$ cat src/sv/tlrq_pkg.sv
// ---------------------------------------------------------------------------
// tlrq_pkg
// Shared types, constants and helpers of the three-level ready-queue scheduler.
// ---------------------------------------------------------------------------
package tlrq_pkg;

  localparam int unsigned LEVEL_DEPTH_DEF = 16;
  localparam int unsigned ID_BITS_DEF     = 8;

  localparam logic [7:0]  PRIO_L1        = 8'd100;
  localparam logic [7:0]  PRIO_L2        = 8'd50;
  localparam logic [8:0]  PRIO_MAX       = 9'd149;
  localparam logic [7:0]  AGING_STEP_RST = 8'd10;
  localparam logic [15:0] AGING_WAIT_RST = 16'd1500;

  // configuration register indexes
  localparam int unsigned CFG_IDX_W      = 1;
  localparam logic [CFG_IDX_W-1:0] CFG_AGING_STEP = 1'd0;
  localparam logic [CFG_IDX_W-1:0] CFG_AGING_WAIT = 1'd1;

  // command codes on the input channel
  localparam logic [1:0] CMD_INSERT = 2'd0;
  localparam logic [1:0] CMD_PICK   = 2'd1;
  localparam logic [1:0] CMD_AGE    = 2'd2;

  // level codes, level 1 is the most urgent
  localparam logic [1:0] LVL_1 = 2'd0;
  localparam logic [1:0] LVL_2 = 2'd1;
  localparam logic [1:0] LVL_3 = 2'd2;

  typedef enum logic [1:0] {
    OP_INSERT,
    OP_PICK,
    OP_AGE,
    OP_NOP
  } op_e;

  typedef enum logic [3:0] {
    S_IDLE,
    S_PICK_RD,
    S_PICK_DATA,
    S_RM_RD,
    S_RM_WR,
    S_INS_CHK,
    S_SCAN_RD,
    S_SCAN_CMP,
    S_SH_RD,
    S_SH_WR,
    S_INS_WR,
    S_AGE_CHK,
    S_AGE_DATA,
    S_DONE
  } state_e;

  typedef struct packed {
    op_e         kind;
    logic [1:0]  tgt_lvl;
    logic [7:0]  id;
    logic [7:0]  prio;
    logic [15:0] burst;
    logic [31:0] now;
    logic [15:0] running;
  } op_t;

  typedef struct packed {
    logic [5:0] moved;
    logic       dropped;
    logic       preempt;
    logic [1:0] plv;
    logic [7:0] pid;
    logic       found;
  } res_t;

  function automatic logic [1:0] level_of(input logic [7:0] prio);
    logic [1:0] lv;
    if (prio >= PRIO_L1) lv = LVL_1;
    else if (prio >= PRIO_L2) lv = LVL_2;
    else lv = LVL_3;
    return lv;
  endfunction

endpackage

$ cat src/sv/tlrq_ram.sv
// ---------------------------------------------------------------------------
// tlrq_ram
// Generic single-write, single-read RAM with registered read data.
// ---------------------------------------------------------------------------
module tlrq_ram #(
  parameter int unsigned WIDTH = 64,
  parameter int unsigned DEPTH = 16
) (
  input  logic                     clk_i,
  input  logic                     we_i,
  input  logic [$clog2(DEPTH)-1:0] waddr_i,
  input  logic [WIDTH-1:0]         wdata_i,
  input  logic [$clog2(DEPTH)-1:0] raddr_i,
  output logic [WIDTH-1:0]         rdata_o
);

  logic [WIDTH-1:0] mem [DEPTH];
  logic [WIDTH-1:0] rdata_q;

  always_ff @(posedge clk_i) begin
    if (we_i) begin
      mem[waddr_i] <= wdata_i;
    end
    rdata_q <= mem[raddr_i];
  end

  assign rdata_o = rdata_q;

endmodule

$ cat src/sv/tlrq_front.sv
// ---------------------------------------------------------------------------
// tlrq_front
// Accepts commands, decodes them and routes inserts; two-entry command queue.
// ---------------------------------------------------------------------------
module tlrq_front (
  input  logic            clk_i,
  input  logic            rst_ni,
  input  logic            in_valid_i,
  output logic            in_ready_o,
  input  logic [1:0]      in_cmd_i,
  input  logic [79:0]     in_data_i,
  output logic            op_valid_o,
  output tlrq_pkg::op_t   op_o,
  input  logic            op_pop_i
);
  import tlrq_pkg::*;

  op_t        slot_q [2];
  logic       wr_ptr_q, rd_ptr_q;
  logic [1:0] fill_q;
  op_t        op_new;
  logic       push;

  always_comb begin
    op_new.id      = in_data_i[7:0];
    op_new.prio    = in_data_i[15:8];
    op_new.burst   = in_data_i[31:16];
    op_new.now     = in_data_i[63:32];
    op_new.running = in_data_i[79:64];
    op_new.tgt_lvl = level_of(in_data_i[15:8]);
    case (in_cmd_i)
      CMD_INSERT: op_new.kind = OP_INSERT;
      CMD_PICK:   op_new.kind = OP_PICK;
      CMD_AGE:    op_new.kind = OP_AGE;
      default:    op_new.kind = OP_NOP;
    endcase
  end

  assign in_ready_o = (fill_q != 2'd2);
  assign push       = in_valid_i && in_ready_o;
  assign op_valid_o = (fill_q != 2'd0);
  assign op_o       = slot_q[rd_ptr_q];

  always_ff @(posedge clk_i) begin
    if (push) begin
      slot_q[wr_ptr_q] <= op_new;
    end
  end

  always_ff @(posedge clk_i or negedge rst_ni) begin
    if (!rst_ni) begin
      wr_ptr_q <= 1'b0;
      rd_ptr_q <= 1'b0;
      fill_q   <= 2'd0;
    end else begin
      if (push) wr_ptr_q <= ~wr_ptr_q;
      if (op_pop_i) rd_ptr_q <= ~rd_ptr_q;
      case ({push, op_pop_i})
        2'b10:   fill_q <= fill_q + 2'd1;
        2'b01:   fill_q <= fill_q - 2'd1;
        default: fill_q <= fill_q;
      endcase
    end
  end

endmodule

$ cat src/sv/tlrq_back.sv
// ---------------------------------------------------------------------------
// tlrq_back
// Executes insert, pick and age commands on the three level stores.
// ---------------------------------------------------------------------------
module tlrq_back #(
  parameter int unsigned LEVEL_DEPTH = tlrq_pkg::LEVEL_DEPTH_DEF,
  parameter int unsigned ID_BITS     = tlrq_pkg::ID_BITS_DEF
) (
  input  logic           clk_i,
  input  logic           rst_ni,
  input  logic           op_valid_i,
  input  tlrq_pkg::op_t  op_i,
  output logic           op_pop_o,
  input  logic [7:0]     aging_step_i,
  input  logic [15:0]    aging_wait_i,
  output logic           res_valid_o,
  output tlrq_pkg::res_t res_o,
  input  logic           res_ready_i
);
  import tlrq_pkg::*;

  localparam int unsigned AW = $clog2(LEVEL_DEPTH);
  localparam int unsigned CW = $clog2(LEVEL_DEPTH + 1);
  localparam int unsigned EW = ID_BITS + 56;

  state_e            state_q, state_d;
  logic [CW-1:0]     cnt_q [3];
  logic [CW-1:0]     cnt_d [3];
  logic [1:0]        lvl_q, lvl_d, tgt_q, tgt_d, age_lv_q, age_lv_d;
  logic              in_age_q, in_age_d;
  logic [CW-1:0]     idx_q, idx_d, j_q, j_d, pos_q, pos_d;
  logic [ID_BITS-1:0] ent_id_q, ent_id_d;
  logic [7:0]        ent_prio_q, ent_prio_d;
  logic [15:0]       ent_burst_q, ent_burst_d;
  logic [31:0]       now_q, now_d;
  logic [15:0]       run_q, run_d;
  res_t              acc_q, acc_d, out_q, out_d;
  logic              out_valid_q, out_valid_d;

  logic [AW-1:0]     ram_raddr, ram_waddr;
  logic [EW-1:0]     ram_wdata;
  logic [2:0]        ram_we;
  logic [EW-1:0]     ram_rdata [3];

  logic [EW-1:0]     rd;
  logic [ID_BITS-1:0] rd_id;
  logic [7:0]        rd_prio, np;
  logic [15:0]       rd_burst;
  logic [31:0]       rd_arr, waited;
  logic [8:0]        prio_sum;
  logic [1:0]        np_lvl;
  logic [CW-1:0]     cur_n, j_inc, j_dec;
  logic              ent_first, out_free;
  logic [15:0]       id_ext, rd_id_ext;

  for (genvar g = 0; g < 3; g++) begin : g_lvl
    tlrq_ram #(.WIDTH(EW), .DEPTH(LEVEL_DEPTH)) u_ram (
      .clk_i  (clk_i),
      .we_i   (ram_we[g]),
      .waddr_i(ram_waddr),
      .wdata_i(ram_wdata),
      .raddr_i(ram_raddr),
      .rdata_o(ram_rdata[g])
    );
  end

  assign rd        = ram_rdata[lvl_q];
  assign rd_id     = rd[ID_BITS-1:0];
  assign rd_prio   = rd[ID_BITS+:8];
  assign rd_burst  = rd[ID_BITS+8+:16];
  assign rd_arr    = rd[ID_BITS+24+:32];
  assign waited    = now_q - rd_arr;
  assign prio_sum  = {1'b0, rd_prio} + {1'b0, aging_step_i};
  assign np        = (prio_sum > PRIO_MAX) ? PRIO_MAX[7:0] : prio_sum[7:0];
  assign np_lvl    = level_of(np);
  assign cur_n     = cnt_q[lvl_q];
  assign j_inc     = j_q + 1'b1;
  assign j_dec     = j_q - 1'b1;
  assign id_ext    = {8'd0, op_i.id};
  assign rd_id_ext = 16'(rd_id);
  assign out_free  = !out_valid_q || res_ready_i;

  // new entry goes in front of the stored one; ties favour the higher ID
  always_comb begin
    if (lvl_q == LVL_1 && ent_burst_q != rd_burst) ent_first = ent_burst_q < rd_burst;
    else if (lvl_q != LVL_1 && ent_prio_q != rd_prio) ent_first = ent_prio_q > rd_prio;
    else ent_first = ent_id_q > rd_id;
  end

  always_comb begin
    state_d     = state_q;
    cnt_d       = cnt_q;
    lvl_d       = lvl_q;
    tgt_d       = tgt_q;
    age_lv_d    = age_lv_q;
    in_age_d    = in_age_q;
    idx_d       = idx_q;
    j_d         = j_q;
    pos_d       = pos_q;
    ent_id_d    = ent_id_q;
    ent_prio_d  = ent_prio_q;
    ent_burst_d = ent_burst_q;
    now_d       = now_q;
    run_d       = run_q;
    acc_d       = acc_q;
    out_d       = out_q;
    out_valid_d = out_valid_q && !res_ready_i;
    op_pop_o    = 1'b0;
    ram_raddr   = '0;
    ram_waddr   = '0;
    ram_wdata   = rd;
    ram_we      = 3'b000;

    case (state_q)
      S_IDLE: begin
        if (op_valid_i && out_free) begin
          op_pop_o    = 1'b1;
          acc_d       = '0;
          now_d       = op_i.now;
          run_d       = op_i.running;
          ent_id_d    = id_ext[ID_BITS-1:0];
          ent_prio_d  = op_i.prio;
          ent_burst_d = op_i.burst;
          in_age_d    = 1'b0;
          case (op_i.kind)
            OP_INSERT: begin
              lvl_d   = op_i.tgt_lvl;
              state_d = S_INS_CHK;
            end
            OP_PICK: begin
              if (cnt_q[LVL_1] != '0) begin
                lvl_d   = LVL_1;
                state_d = S_PICK_RD;
              end else if (cnt_q[LVL_2] != '0) begin
                lvl_d   = LVL_2;
                state_d = S_PICK_RD;
              end else if (cnt_q[LVL_3] != '0) begin
                lvl_d   = LVL_3;
                state_d = S_PICK_RD;
              end else begin
                state_d = S_DONE;
              end
            end
            OP_AGE: begin
              in_age_d = 1'b1;
              age_lv_d = LVL_2;
              idx_d    = '0;
              state_d  = S_AGE_CHK;
            end
            default: state_d = S_DONE;
          endcase
        end
      end

      S_PICK_RD: begin
        ram_raddr = '0;
        state_d   = S_PICK_DATA;
      end

      S_PICK_DATA: begin
        acc_d.found = 1'b1;
        acc_d.pid   = rd_id_ext[7:0];
        acc_d.plv   = lvl_q;
        j_d         = '0;
        state_d     = S_RM_RD;
      end

      // close the gap: entry j+1 moves down to j
      S_RM_RD: begin
        if (j_inc < cur_n) begin
          ram_raddr = j_inc[AW-1:0];
          state_d   = S_RM_WR;
        end else begin
          cnt_d[lvl_q] = cur_n - 1'b1;
          if (in_age_q) begin
            lvl_d   = tgt_q;
            state_d = S_INS_CHK;
          end else begin
            state_d = S_DONE;
          end
        end
      end

      S_RM_WR: begin
        ram_waddr     = j_q[AW-1:0];
        ram_wdata     = rd;
        ram_we[lvl_q] = 1'b1;
        j_d           = j_inc;
        state_d       = S_RM_RD;
      end

      S_INS_CHK: begin
        if (cur_n >= CW'(LEVEL_DEPTH)) begin
          acc_d.dropped = 1'b1;
          state_d       = in_age_q ? S_AGE_CHK : S_DONE;
        end else if (lvl_q == LVL_3) begin
          pos_d   = cur_n;
          state_d = S_INS_WR;
        end else begin
          j_d     = '0;
          state_d = S_SCAN_RD;
        end
      end

      S_SCAN_RD: begin
        if (j_q == cur_n) begin
          pos_d   = cur_n;
          state_d = S_INS_WR;
        end else begin
          ram_raddr = j_q[AW-1:0];
          state_d   = S_SCAN_CMP;
        end
      end

      S_SCAN_CMP: begin
        if (ent_first) begin
          pos_d   = j_q;
          j_d     = cur_n;
          state_d = S_SH_RD;
        end else begin
          j_d     = j_inc;
          state_d = S_SCAN_RD;
        end
      end

      // open the gap from the tail: entry j-1 moves up to j
      S_SH_RD: begin
        if (j_q > pos_q) begin
          ram_raddr = j_dec[AW-1:0];
          state_d   = S_SH_WR;
        end else begin
          state_d = S_INS_WR;
        end
      end

      S_SH_WR: begin
        ram_waddr     = j_q[AW-1:0];
        ram_wdata     = rd;
        ram_we[lvl_q] = 1'b1;
        j_d           = j_dec;
        state_d       = S_SH_RD;
      end

      S_INS_WR: begin
        ram_waddr     = pos_q[AW-1:0];
        ram_wdata     = {now_q, ent_burst_q, ent_prio_q, ent_id_q};
        ram_we[lvl_q] = 1'b1;
        cnt_d[lvl_q]  = cur_n + 1'b1;
        if (lvl_q == LVL_1 && ent_burst_q < run_q) acc_d.preempt = 1'b1;
        if (in_age_q) begin
          acc_d.moved = acc_q.moved + 6'd1;
          state_d     = S_AGE_CHK;
        end else begin
          state_d = S_DONE;
        end
      end

      S_AGE_CHK: begin
        if (idx_q < cnt_q[age_lv_q]) begin
          ram_raddr = idx_q[AW-1:0];
          lvl_d     = age_lv_q;
          state_d   = S_AGE_DATA;
        end else if (age_lv_q == LVL_2) begin
          age_lv_d = LVL_3;
          idx_d    = '0;
        end else begin
          state_d = S_DONE;
        end
      end

      S_AGE_DATA: begin
        state_d = S_AGE_CHK;
        if (waited >= {16'd0, aging_wait_i}) begin
          if (np_lvl < lvl_q) begin
            // migrate: leave this level, then insert into the higher one
            ent_id_d    = rd_id;
            ent_prio_d  = np;
            ent_burst_d = rd_burst;
            tgt_d       = np_lvl;
            j_d         = idx_q;
            state_d     = S_RM_RD;
          end else begin
            ram_waddr     = idx_q[AW-1:0];
            ram_wdata     = {now_q, rd_burst, np, rd_id};
            ram_we[lvl_q] = 1'b1;
            idx_d         = idx_q + 1'b1;
          end
        end else begin
          idx_d = idx_q + 1'b1;
        end
      end

      S_DONE: begin
        out_d       = acc_q;
        out_valid_d = 1'b1;
        state_d     = S_IDLE;
      end

      default: state_d = S_IDLE;
    endcase
  end

  always_ff @(posedge clk_i or negedge rst_ni) begin
    if (!rst_ni) begin
      state_q     <= S_IDLE;
      cnt_q       <= '{default: '0};
      in_age_q    <= 1'b0;
      out_valid_q <= 1'b0;
    end else begin
      state_q     <= state_d;
      cnt_q       <= cnt_d;
      in_age_q    <= in_age_d;
      out_valid_q <= out_valid_d;
    end
  end

  always_ff @(posedge clk_i) begin
    lvl_q       <= lvl_d;
    tgt_q       <= tgt_d;
    age_lv_q    <= age_lv_d;
    idx_q       <= idx_d;
    j_q         <= j_d;
    pos_q       <= pos_d;
    ent_id_q    <= ent_id_d;
    ent_prio_q  <= ent_prio_d;
    ent_burst_q <= ent_burst_d;
    now_q       <= now_d;
    run_q       <= run_d;
    acc_q       <= acc_d;
    out_q       <= out_d;
  end

  assign res_valid_o = out_valid_q;
  assign res_o       = out_q;

endmodule

$ cat src/sv/three_level_ready_queue_scheduler_core.sv
// ---------------------------------------------------------------------------
// three_level_ready_queue_scheduler_core
// Three-level ready-queue scheduler with aging and migration between levels.
// ---------------------------------------------------------------------------
// Usage:
//   Slave stream carries commands: tuser is the command (insert, pick, age),
//   tdata the task fields. Each command gives exactly one result transfer on
//   the master stream, in order. Configuration writes (aging step, aging
//   wait) go through the plain write port while the block is idle.
//   A decoder with a two-entry queue takes commands while the execution
//   engine works on an earlier one. The engine steps through a level store
//   one entry at a time, each step a read state and then a write or compare
//   state. An insert into level 1 or 2 scans from the head for its place,
//   shifts the entries behind it up one slot and writes; an insert into
//   level 3 writes at the tail. A pick takes the head of the most urgent
//   non-empty level and moves the rest down. An age visits the tasks in
//   levels 2 and 3, with a removal and an insert for each task that migrates.
//   One command runs at a time, taken only when the output register is free.
//   Reset empties all three levels (fill counts cleared, no RAM sweep) and
//   restores aging step 10 and aging wait 1500. A stalled receiver holds the
//   result in the output register; the queue still fills, then tready drops.
// ---------------------------------------------------------------------------
module three_level_ready_queue_scheduler_core #(
  parameter int unsigned LEVEL_DEPTH = tlrq_pkg::LEVEL_DEPTH_DEF,
  parameter int unsigned ID_BITS     = tlrq_pkg::ID_BITS_DEF
) (
  input  logic                           clk_i,
  input  logic                           rst_ni,
  input  logic                           s_axis_tvalid,
  output logic                           s_axis_tready,
  // task_id, task_priority, task_burst, now_tick, running_burst
  input  logic [79:0]                    s_axis_tdata,
  // cmd
  input  logic [1:0]                     s_axis_tuser,
  output logic                           m_axis_tvalid,
  input  logic                           m_axis_tready,
  // found, picked_id, picked_level, preempt_request, dropped, moved_count, pad
  output logic [23:0]                    m_axis_tdata,
  input  logic                           cfg_we_i,
  input  logic [tlrq_pkg::CFG_IDX_W-1:0] cfg_idx_i,
  input  logic [15:0]                    cfg_wdata_i
);
  import tlrq_pkg::*;

  logic        op_valid, op_pop;
  op_t         op;
  res_t        res;
  logic [7:0]  aging_step_q;
  logic [15:0] aging_wait_q;

  always_ff @(posedge clk_i or negedge rst_ni) begin
    if (!rst_ni) begin
      aging_step_q <= AGING_STEP_RST;
      aging_wait_q <= AGING_WAIT_RST;
    end else if (cfg_we_i) begin
      case (cfg_idx_i)
        CFG_AGING_STEP: aging_step_q <= cfg_wdata_i[7:0];
        CFG_AGING_WAIT: aging_wait_q <= cfg_wdata_i;
        default: ;
      endcase
    end
  end

  tlrq_front u_front (
    .clk_i     (clk_i),
    .rst_ni    (rst_ni),
    .in_valid_i(s_axis_tvalid),
    .in_ready_o(s_axis_tready),
    .in_cmd_i  (s_axis_tuser),
    .in_data_i (s_axis_tdata),
    .op_valid_o(op_valid),
    .op_o      (op),
    .op_pop_i  (op_pop)
  );

  tlrq_back #(.LEVEL_DEPTH(LEVEL_DEPTH), .ID_BITS(ID_BITS)) u_back (
    .clk_i       (clk_i),
    .rst_ni      (rst_ni),
    .op_valid_i  (op_valid),
    .op_i        (op),
    .op_pop_o    (op_pop),
    .aging_step_i(aging_step_q),
    .aging_wait_i(aging_wait_q),
    .res_valid_o (m_axis_tvalid),
    .res_o       (res),
    .res_ready_i (m_axis_tready)
  );

  assign m_axis_tdata = {5'd0, res};

endmodule

$ cat config.mk
export PLATFORM = sky130hd
export DESIGN_NAME = three_level_ready_queue_scheduler_core
export DESIGN_NICKNAME = d
export VERILOG_FILES = /design/src/sv/tlrq_pkg.sv /design/src/sv/tlrq_ram.sv /design/src/sv/tlrq_front.sv /design/src/sv/tlrq_back.sv /design/src/sv/three_level_ready_queue_scheduler_core.sv
export SDC_FILE = /design/constraint.sdc
export NUM_CORES = 2
export LEC_CHECK = 0
export BUFFER_PORTS_ARGS = -buffer_cell sky130_fd_sc_hd__buf_4
export CORE_MARGIN = 3
export CORE_UTILIZATION = 38
export CTS_CLUSTER_SIZE = 30
export DETAILED_ROUTE_END_ITERATION = 6
export PLACE_DENSITY = 0.5
export REMOVE_ABC_BUFFERS = 1
export SLEW_MARGIN = 20
export SYNTH_ARGS = -nofsm -noshare
export SYNTH_HDL_FRONTEND = slang
export SYNTH_HIERARCHICAL = 1
export SYNTH_SLANG_ARGS = --single-unit
export TNS_END_PERCENT = 5
$ cat constraint.sdc
create_clock -name clk_i -period 27.2 [get_ports clk_i]
set_input_delay 2.72 -clock clk_i [delete_from_list [all_inputs] [get_ports clk_i]]
set_output_delay 2.72 -clock clk_i [all_outputs]
set_load 0.01 [all_outputs]
Word level (Yosys, flattened, before mapping)
Memories as Yosys holds them, arrays and structs flattened. A register that Yosys moved wholly into a read port is not among the register bits.
Index checks and enable logic that the tools add are counted.
Widths: inputs -> output; s select.

storage, ports and cells
  bits of input ports = 104
  word-level logic and storage cells = 291
  memory bits (writable) = 3240
  memories kept = 4
  bits in registers = 188
  output and inout port bits = 26

cells by class
  magnitude comparators = 20
  multiplexer cells = 122
  eq/ne operators = 46
  bitwise logic cells = 5
  reductions and logical operators = 50
  $add $sub $neg = 10

memories
  memory                     depth  bits a word  rd ports  clocked after Yosys merged registers in  wr ports  line              text
  u_back.g_lvl[0].u_ram.mem  16     64           1         1                                        1         tlrq_ram.sv:17    logic [WIDTH-1:0] mem [DEPTH];
  u_back.g_lvl[1].u_ram.mem  16     64           1         1                                        1         tlrq_ram.sv:17
  u_back.g_lvl[2].u_ram.mem  16     64           1         1                                        1         tlrq_ram.sv:17
  u_front.slot_q             2      84           1         0                                        1         tlrq_front.sv:18  op_t slot_q [2];

operators with widths
  operator            count
  $mux 64             4
  $bmux 64 s2         1
  $pmux 64 s2         1
  $mux 5              20
  $mux 4              20
  $mux 8              7
  $mux 16             3
  $pmux 4 s12         1
  $ge 32x16->1        1
  $lt 16x16->1        2
  $mux 2              16
  $pmux 16 s2         1
  $pmux 8 s2          2
  $sub 32x32->32      1
  $bwmux 15           2
  $pmux 15 s2         1
  $pmux 5 s3          2
  $pmux 5 s6          1
  $eq 4x4->1 const B  6
  $ne 2x1->1 const B  12
  $pmux 4 s3          2
  $pmux 11 s2         1
  $bmux 5 s2          2
  $mux 19             1
  other kinds (61)    143

Longest topological paths before layout
  depth after elaboration = 16
  gate-level depth with buffers = 32
  gate-level depth less buffers = 26

Modules after synthesis
Netlist, hierarchy kept.

modules (own cells, without submodules)
  module                                  cells each  seq. area each (sq um)  area each (sq um)  instances
  tlrq_ram                                1647        32030.7                 39581.7            3
  tlrq_back                               1476        4699.5                  13247.7            1
  tlrq_front                              284         5144.9                  6297.3             1
  three_level_ready_queue_scheduler_core  58          611.8                   950.9              1

Worst setup path after synthesis
OpenSTA, ideal clock, no wires.

  kind = flip-flop to flip-flop
  start = reg u_back.lvl_q[1]
  end = mem u_back.g_lvl[0].u_ram.mem[0][0], enable pin
  setup time = 0.565 ns
  stages on the path, launching flop included = 32
  path buffers = 5
  data required time = 26.635 ns
  period minus slack after synthesis = 11.239 ns
  path slack = 15.961 ns
  data arrival time = 10.675 ns
  cell sequence = edfxtp_1 clkbuf_1 buf_1 buf_1 clkbuf_1 mux2i_1 nor2_1 a21oi_1 ha_1 nor2b_1 o2111ai_1 nand2_1 a21oi_1 nor2b_1 o21ai_0 nand2b_1 a21oi_1 xnor2_1 ha_1 a21oi_1 nor2b_1 nor4_1 o31ai_1 nand3_1 o2111ai_1 a2111oi_0 nand4_1 buf_2 and2_4 a221o_1 or3b_2 nor3_1

on the way
  elaborated cells between the ends (all ways) = 27
  classes of those cells = 2 x add/sub; 7 x order compare; 16 x mux; 1 x bitwise; 1 x reduce/logical

RTL lines
  what                                         line              text
  start, declared                              tlrq_back.sv:29   logic [1:0] lvl_q, lvl_d, tgt_q, tgt_d, age_lv_q, age_lv_d;
  start signal, assigned                       tlrq_back.sv:318  lvl_q <= lvl_d;
  $not 2->3 (not written as such)              tlrq_back.sv:67   assign rd = ram_rdata[lvl_q];
  $bmux 64 s2                                  tlrq_back.sv:67
  $mux 64 (not written as such) (2 in series)  tlrq_back.sv:67
  $add 8x8->9                                  tlrq_back.sv:73   assign prio_sum = {1'b0, rd_prio} + {1'b0, aging_step_i};
  $gt 9x8->1                                   tlrq_back.sv:74   assign np = (prio_sum > PRIO_MAX) ? PRIO_MAX[7:0] : prio_sum[7:0];
  $mux 8                                       tlrq_back.sv:74
  $ge 8x6->1                                   tlrq_pkg.sv:77    else if (prio >= PRIO_L2) lv = LVL_2;
  $mux 2                                       tlrq_pkg.sv:77
  $mux 2                                       tlrq_pkg.sv:76    if (prio >= PRIO_L1) lv = LVL_1;
  $lt 2x2->1                                   tlrq_back.sv:274  if (np_lvl < lvl_q) begin
  $mux 4                                       tlrq_back.sv:274
  $mux 4 (*)                                   tlrq_back.sv:273  if (waited >= {16'd0, aging_wait_i}) begin
  $pmux 4 s3 (*)                               tlrq_back.sv:114  case (state_q)
  net u_back.ram_waddr[2]                      tlrq_back.sv:40   logic [AW-1:0] ram_raddr, ram_waddr;
  end, declared                                tlrq_ram.sv:17

Mark *: on every way through the listed nets, which the timed path passes. The rest lies on a longest branch. The select of a mux whose other input is x is not followed.

Worst setup path after layout
  start = reg u_back.lvl_q[1]
  end = mem u_back.g_lvl[1].u_ram.mem[10][34], enable pin

on the way
  elaborated cells between the ends (all ways) = 27
  classes of those cells = 2 x add/sub; 7 x order compare; 16 x mux; 1 x bitwise; 1 x reduce/logical

RTL lines
  what                                         line
  $not 2->3 (not written as such)              tlrq_back.sv:67
  $bmux 64 s2                                  tlrq_back.sv:67
  $mux 64 (not written as such) (2 in series)  tlrq_back.sv:67
  $add 8x8->9                                  tlrq_back.sv:73
  $gt 9x8->1                                   tlrq_back.sv:74
  $mux 8                                       tlrq_back.sv:74
  $ge 8x6->1                                   tlrq_pkg.sv:77
  $mux 2                                       tlrq_pkg.sv:77
  $mux 2                                       tlrq_pkg.sv:76
  $lt 2x2->1                                   tlrq_back.sv:274
  $mux 4                                       tlrq_back.sv:274
  $mux 4 (*)                                   tlrq_back.sv:273
  $pmux 4 s3 (*)                               tlrq_back.sv:114
  net u_back.ram_waddr[2]                      tlrq_back.sv:40
  end, declared                                tlrq_ram.sv:17

Marks and branches as above.

==> summary.txt <==
Clock tree
  • CTS Hold Bufs: 0
  • CTS tree: built
  • Total CTS buffers: 386
  • Clock insertion delay at the later pin of the skew report: 0.95 ns
  • Clock Pin Slew Worst Setup and Hold Paths: 0.06 ns
  • Root Driver: clkbuf_16
  • H-tree Lvls: 5
  • Clock Tree Buf Depth: 4
  • Post-CTS Setup Bufs: 0
  • CTS resizes: 0
  • Clock sinks: 3,620

Job
  • Total of max-cap violations: 0

Route
  • Initial DRT Pass Iterations: 5
  • Detail Route Antenna Nets: 0
  • Drt initial violations: 7,283
  • Via count: 69,300
  • Drt total wl: 396,000 um
  • DRC: 0
  • Avg WL per Cell: 32.1 um
  • Via density: 5.62

Placed design
  • I/O Buffers: 124
  • Routability Congestion: 0.863
  • Detailed Place HPWL: 234,000 um

Pwr
  • Switching power: 7150 uW
  • P_int: 13,500 uW
  • Lkg Pwr: 0.0514 uW
  • Comb pwr share: 0.344
  • Sw Ratio: 0.347
  • VDD IR-drop max: 108 uV
  • Pwr Density: 129 nW/um^2
  • Sequential Power Share: 0.400
  • Power Total: 20,600 uW
  • Clk network pwr share: 0.256

STA
  • RSZ-0062 raised after global routing: false
  • Worst Skew: 0.0609 ns
  • Slew @ Worst Pin: 1.12 ns
  • Final setup fails: 0
  • Relative slew slack: 0.253
  • Pins Over Slew Limit: 0
  • WHS: 0.418 ns
  • Max frequency: 0.0988 GHz
  • Tmin final: 10.13 ns
  • Count of final hold-check violations: 0
  • Crit share post-route: 0.372

Critical path
  • Crit path buf inv count: 7
  • WP data required: 27.73 ns
  • Most used cell, CP: buf_4
  • Crit-path max cell delay: 0.85 ns
  • R2R Path End: u_back/g_lvl[1].u_ram/mem[10][34]$_DFFE_PP_
  • Arrival time at the worst endpoint: 10.65 ns
  • Type of origin of the critical path: flip-flop
  • Slowest cell on the critical path: nor2_4
  • Crit path max fanout: 30
  • Critical Path Sink Type: flip-flop
  • Critical path class: flip-flop to flip-flop
  • Reg-to-reg slack, setup: 17.07 ns
  • Worst r2r src: u_back/lvl_q[1]$_DFFE_PP_
  • Worst path depth: 27
  • Top cell family by delay on the critical path: buffers and inverters
  • Reg2reg path depth: 27

Worst hold path
  • Hold WC Path Type: flip-flop to flip-flop
  • Worst Min Path Start: u_back/acc_q[0]$_DFFE_PP_
  • Hold EP: u_back/res_o[0]$_DFFE_PP_
  • Hold Path Depth: 0

Logic synthesis
  • Avg Cell Area, Syn: 20.6 um^2
  • Synth area leader: edfxtp_1
  • Number of distinct library cells after synthesis: 81
  • Synth warn: 6
  • Mapped cell area: 139,000 um^2
  • Post-synthesis sequential area ratio: 0.765
  • Synth area leaders: edfxtp_1 73%, mux4_2 12%, dfxtp_1 2.8%
  • Top FF cell, synth: edfxtp_1
  • Post-synth EDFFs: 3,379
  • Gate Count Post-Synth: 6,759
  • Share of flip-flops with an asynchronous set or reset: 0.0135
  • Seq cells post-synth: 3,620
  • Yosys top cell area share: 0.729

Global routing
  • Vias in the first global route: 72,100
  • Total GRT Usage: 0.210
  • Initial antenna violation count: 20
  • Largest net degree at the start of global routing: 122
  • GRT met1 Usage: 0.296
  • Met2 usage: 0.346
  • Met3 usage: 0.0276
  • First-pass GRT wire length: 559,000 um
  • GRT Max-Usage Layer: met2
  • GRT overflow: 0

Die
  • Die X: 611 um
  • Initial Utilization: 0.383
  • Io pins: 130
  • Core ar.: 364,000 um^2
  • Die footprint: 374,000 um^2
  • Cell row count: 221
  • Die Span Y: 611 um

Run status
  • Status: finished clean

Layout
  • NumNets Final: 7,413
  • Layout cells sized above 1: 0.257
  • # fillers: 31,000
  • Synth-to-layout area growth: 15.1%
## sequential cells by signal, summed over array words and instances (netlist names), 4 cells and up
name,flops
u_back/ent_prio_q,8
u_back/ent_burst_q,16
u_back/g_lvl.u_ram/rdata_o,192
u_back/run_q,16
u_back/j_q,5
u_front/slot_q,168
u_back/state_q,4
u_back/cnt_q,15
u_back/acc_q,19
u_back/pos_q,5
aging_step_q,8
u_back/now_q,32
aging_wait_q,16
u_back/res_o,19
u_back/ent_id_q,8
u_back/g_lvl.u_ram/mem,3072
u_back/idx_q,5
## layout by cell type (no fill, tap or decap), types with 60 or more instances in the layout
cell type / n
buf_4: 357
clkbuf_16: 389
ha_1: 124
mux2i_1: 78
edfxtp_1: 3379
a22oi_1: 390
inv_1: 109
mux2_1: 60
clkinv_2: 60
o21ai_0: 80
mux4_2: 768
clkbuf_1: 112
mux2_2: 68
nand2_1: 296
dfxtp_1: 192
a21oi_1: 134
nor2_1: 174
## metrics by stage
| stage | cell area (um^2) | setup slack [ns] | util | setup TNS, ns | instances |
|---|---|---|---|---|---|
| floorplan | 137000 | -9.22 | - | -1769.27 | 6428 |
| global placement | 147000 | 17.07 | 0.405 | 0 | 11600 |
| detailed placement | 147000 | 17.05 | 0.405 | 0 | 11600 |
| CTS | 160000 | 16.96 | 0.440 | 0 | 12300 |
| global route | 160000 | 16.43 | 0.441 | 0 | 12300 |
| finish | 160000 | 17.07 | 0.441 | 0 | 12300 |
## cells by family (layout without fill, tap and decap cells)
family,count (synthesis),count (layout),share of synthesized area
buffers and inverters,445,1198,0.0156
multiplexers,1007,1007,0.143
AO/OA/AOI/OAI,797,797,0.0393
XOR/XNOR,53,53,0.00333
AND/OR/NAND/NOR,710,710,0.0225
adder cells (fa/ha/maj),126,126,0.0114
other,1,11,0.0000269
flip-flops,3620,3620,0.765
## area by class of cell
type                            count  area, um^2  area share
Inverter                          110         415     0.00259
Clock buffer                      552       10900      0.0678
Tap cell                         4794        6000      0.0374
Clock inverter                    169        1930      0.0121
Multi-Input combinational cell   2698       31500       0.197
Timing Repair Buffer              367        2890      0.0180
Sequential cell                  3620      107000       0.665
Antenna cell                        6        15.0   0.0000937
## synth_stat cells, drive strengths merged (34+ instances only)
cell    number
nor2       216
mux4       768
inv        110
nor3        34
clkbuf     161
buf        174
nand2      298
edfxtp    3379
o21ai       83
xnor2       35
a22oi      390
a21oi      161
mux2i      111
ha         124
dfrtp       40
mux2       128
dfxtp      192
## worst max path at each step
stage,end,slack (ns),start
after floorplan,u_back/g_lvl[0].u_ram/rdata_o[0]$_DFF_P_,-9.22,u_back/lvl_q[1]$_DFFE_PP_
after global placement,u_back/g_lvl[1].u_ram/mem[10][37]$_DFFE_PP_,17.07,u_back/lvl_q[1]$_DFFE_PP_
after detailed placement,u_back/g_lvl[1].u_ram/mem[10][54]$_DFFE_PP_,17.05,u_back/lvl_q[1]$_DFFE_PP_
after CTS,u_back/g_lvl[1].u_ram/mem[10][34]$_DFFE_PP_,16.96,u_back/lvl_q[1]$_DFFE_PP_
after global routing,u_back/g_lvl[1].u_ram/mem[10][34]$_DFFE_PP_,16.43,u_back/lvl_q[1]$_DFFE_PP_
final,u_back/g_lvl[1].u_ram/mem[10][34]$_DFFE_PP_,17.07,u_back/lvl_q[1]$_DFFE_PP_
## power groups by stage
| stage | sequential (uW) | clock (uW) | combinational, uW |
|---|---|---|---|
| floorplan | 8320 | 0 | 6520 |
| global placement | 8380 | 0 | 7080 |
| detailed placement | 8380 | 0 | 7180 |
| CTS | 8260 | 5400 | 7200 |
| global route | 8290 | 5630 | 7660 |
| finish | 8260 | 5270 | 7100 |
## layer usage
metal	part of all wire	vias to the layer above
li1	-	28800
met1	0.43	37800
met2	0.49	2205
met3	0.054	474
met4	0.026	0
met5	0	-
## worst reg2reg max path: stages (launching register included)
cell	delay [ns]
edfxtp_1	0.41
buf_4	0.54
buf_4	0.69
mux2i_1	0.24
o21ai_0	0.25
ha_1	0.30
inv_1	0.08
fa_1	0.43
a211oi_1	0.32
o211ai_1	0.23
a311oi_2	0.52
xnor2_1	0.19
ha_1	0.26
nor2b_1	0.13
o21ai_0	0.21
o2111ai_1	0.16
nor4_1	0.23
o2111ai_1	0.16
a2111oi_0	0.39
nand4_1	0.48
buf_4	0.38
and2_4	0.20
a221o_1	0.37
buf_4	0.19
nand3b_1	0.38
nor2_4	0.85
buf_4	0.48
buf_4	0.62
(Power assumes the default switching activity.)
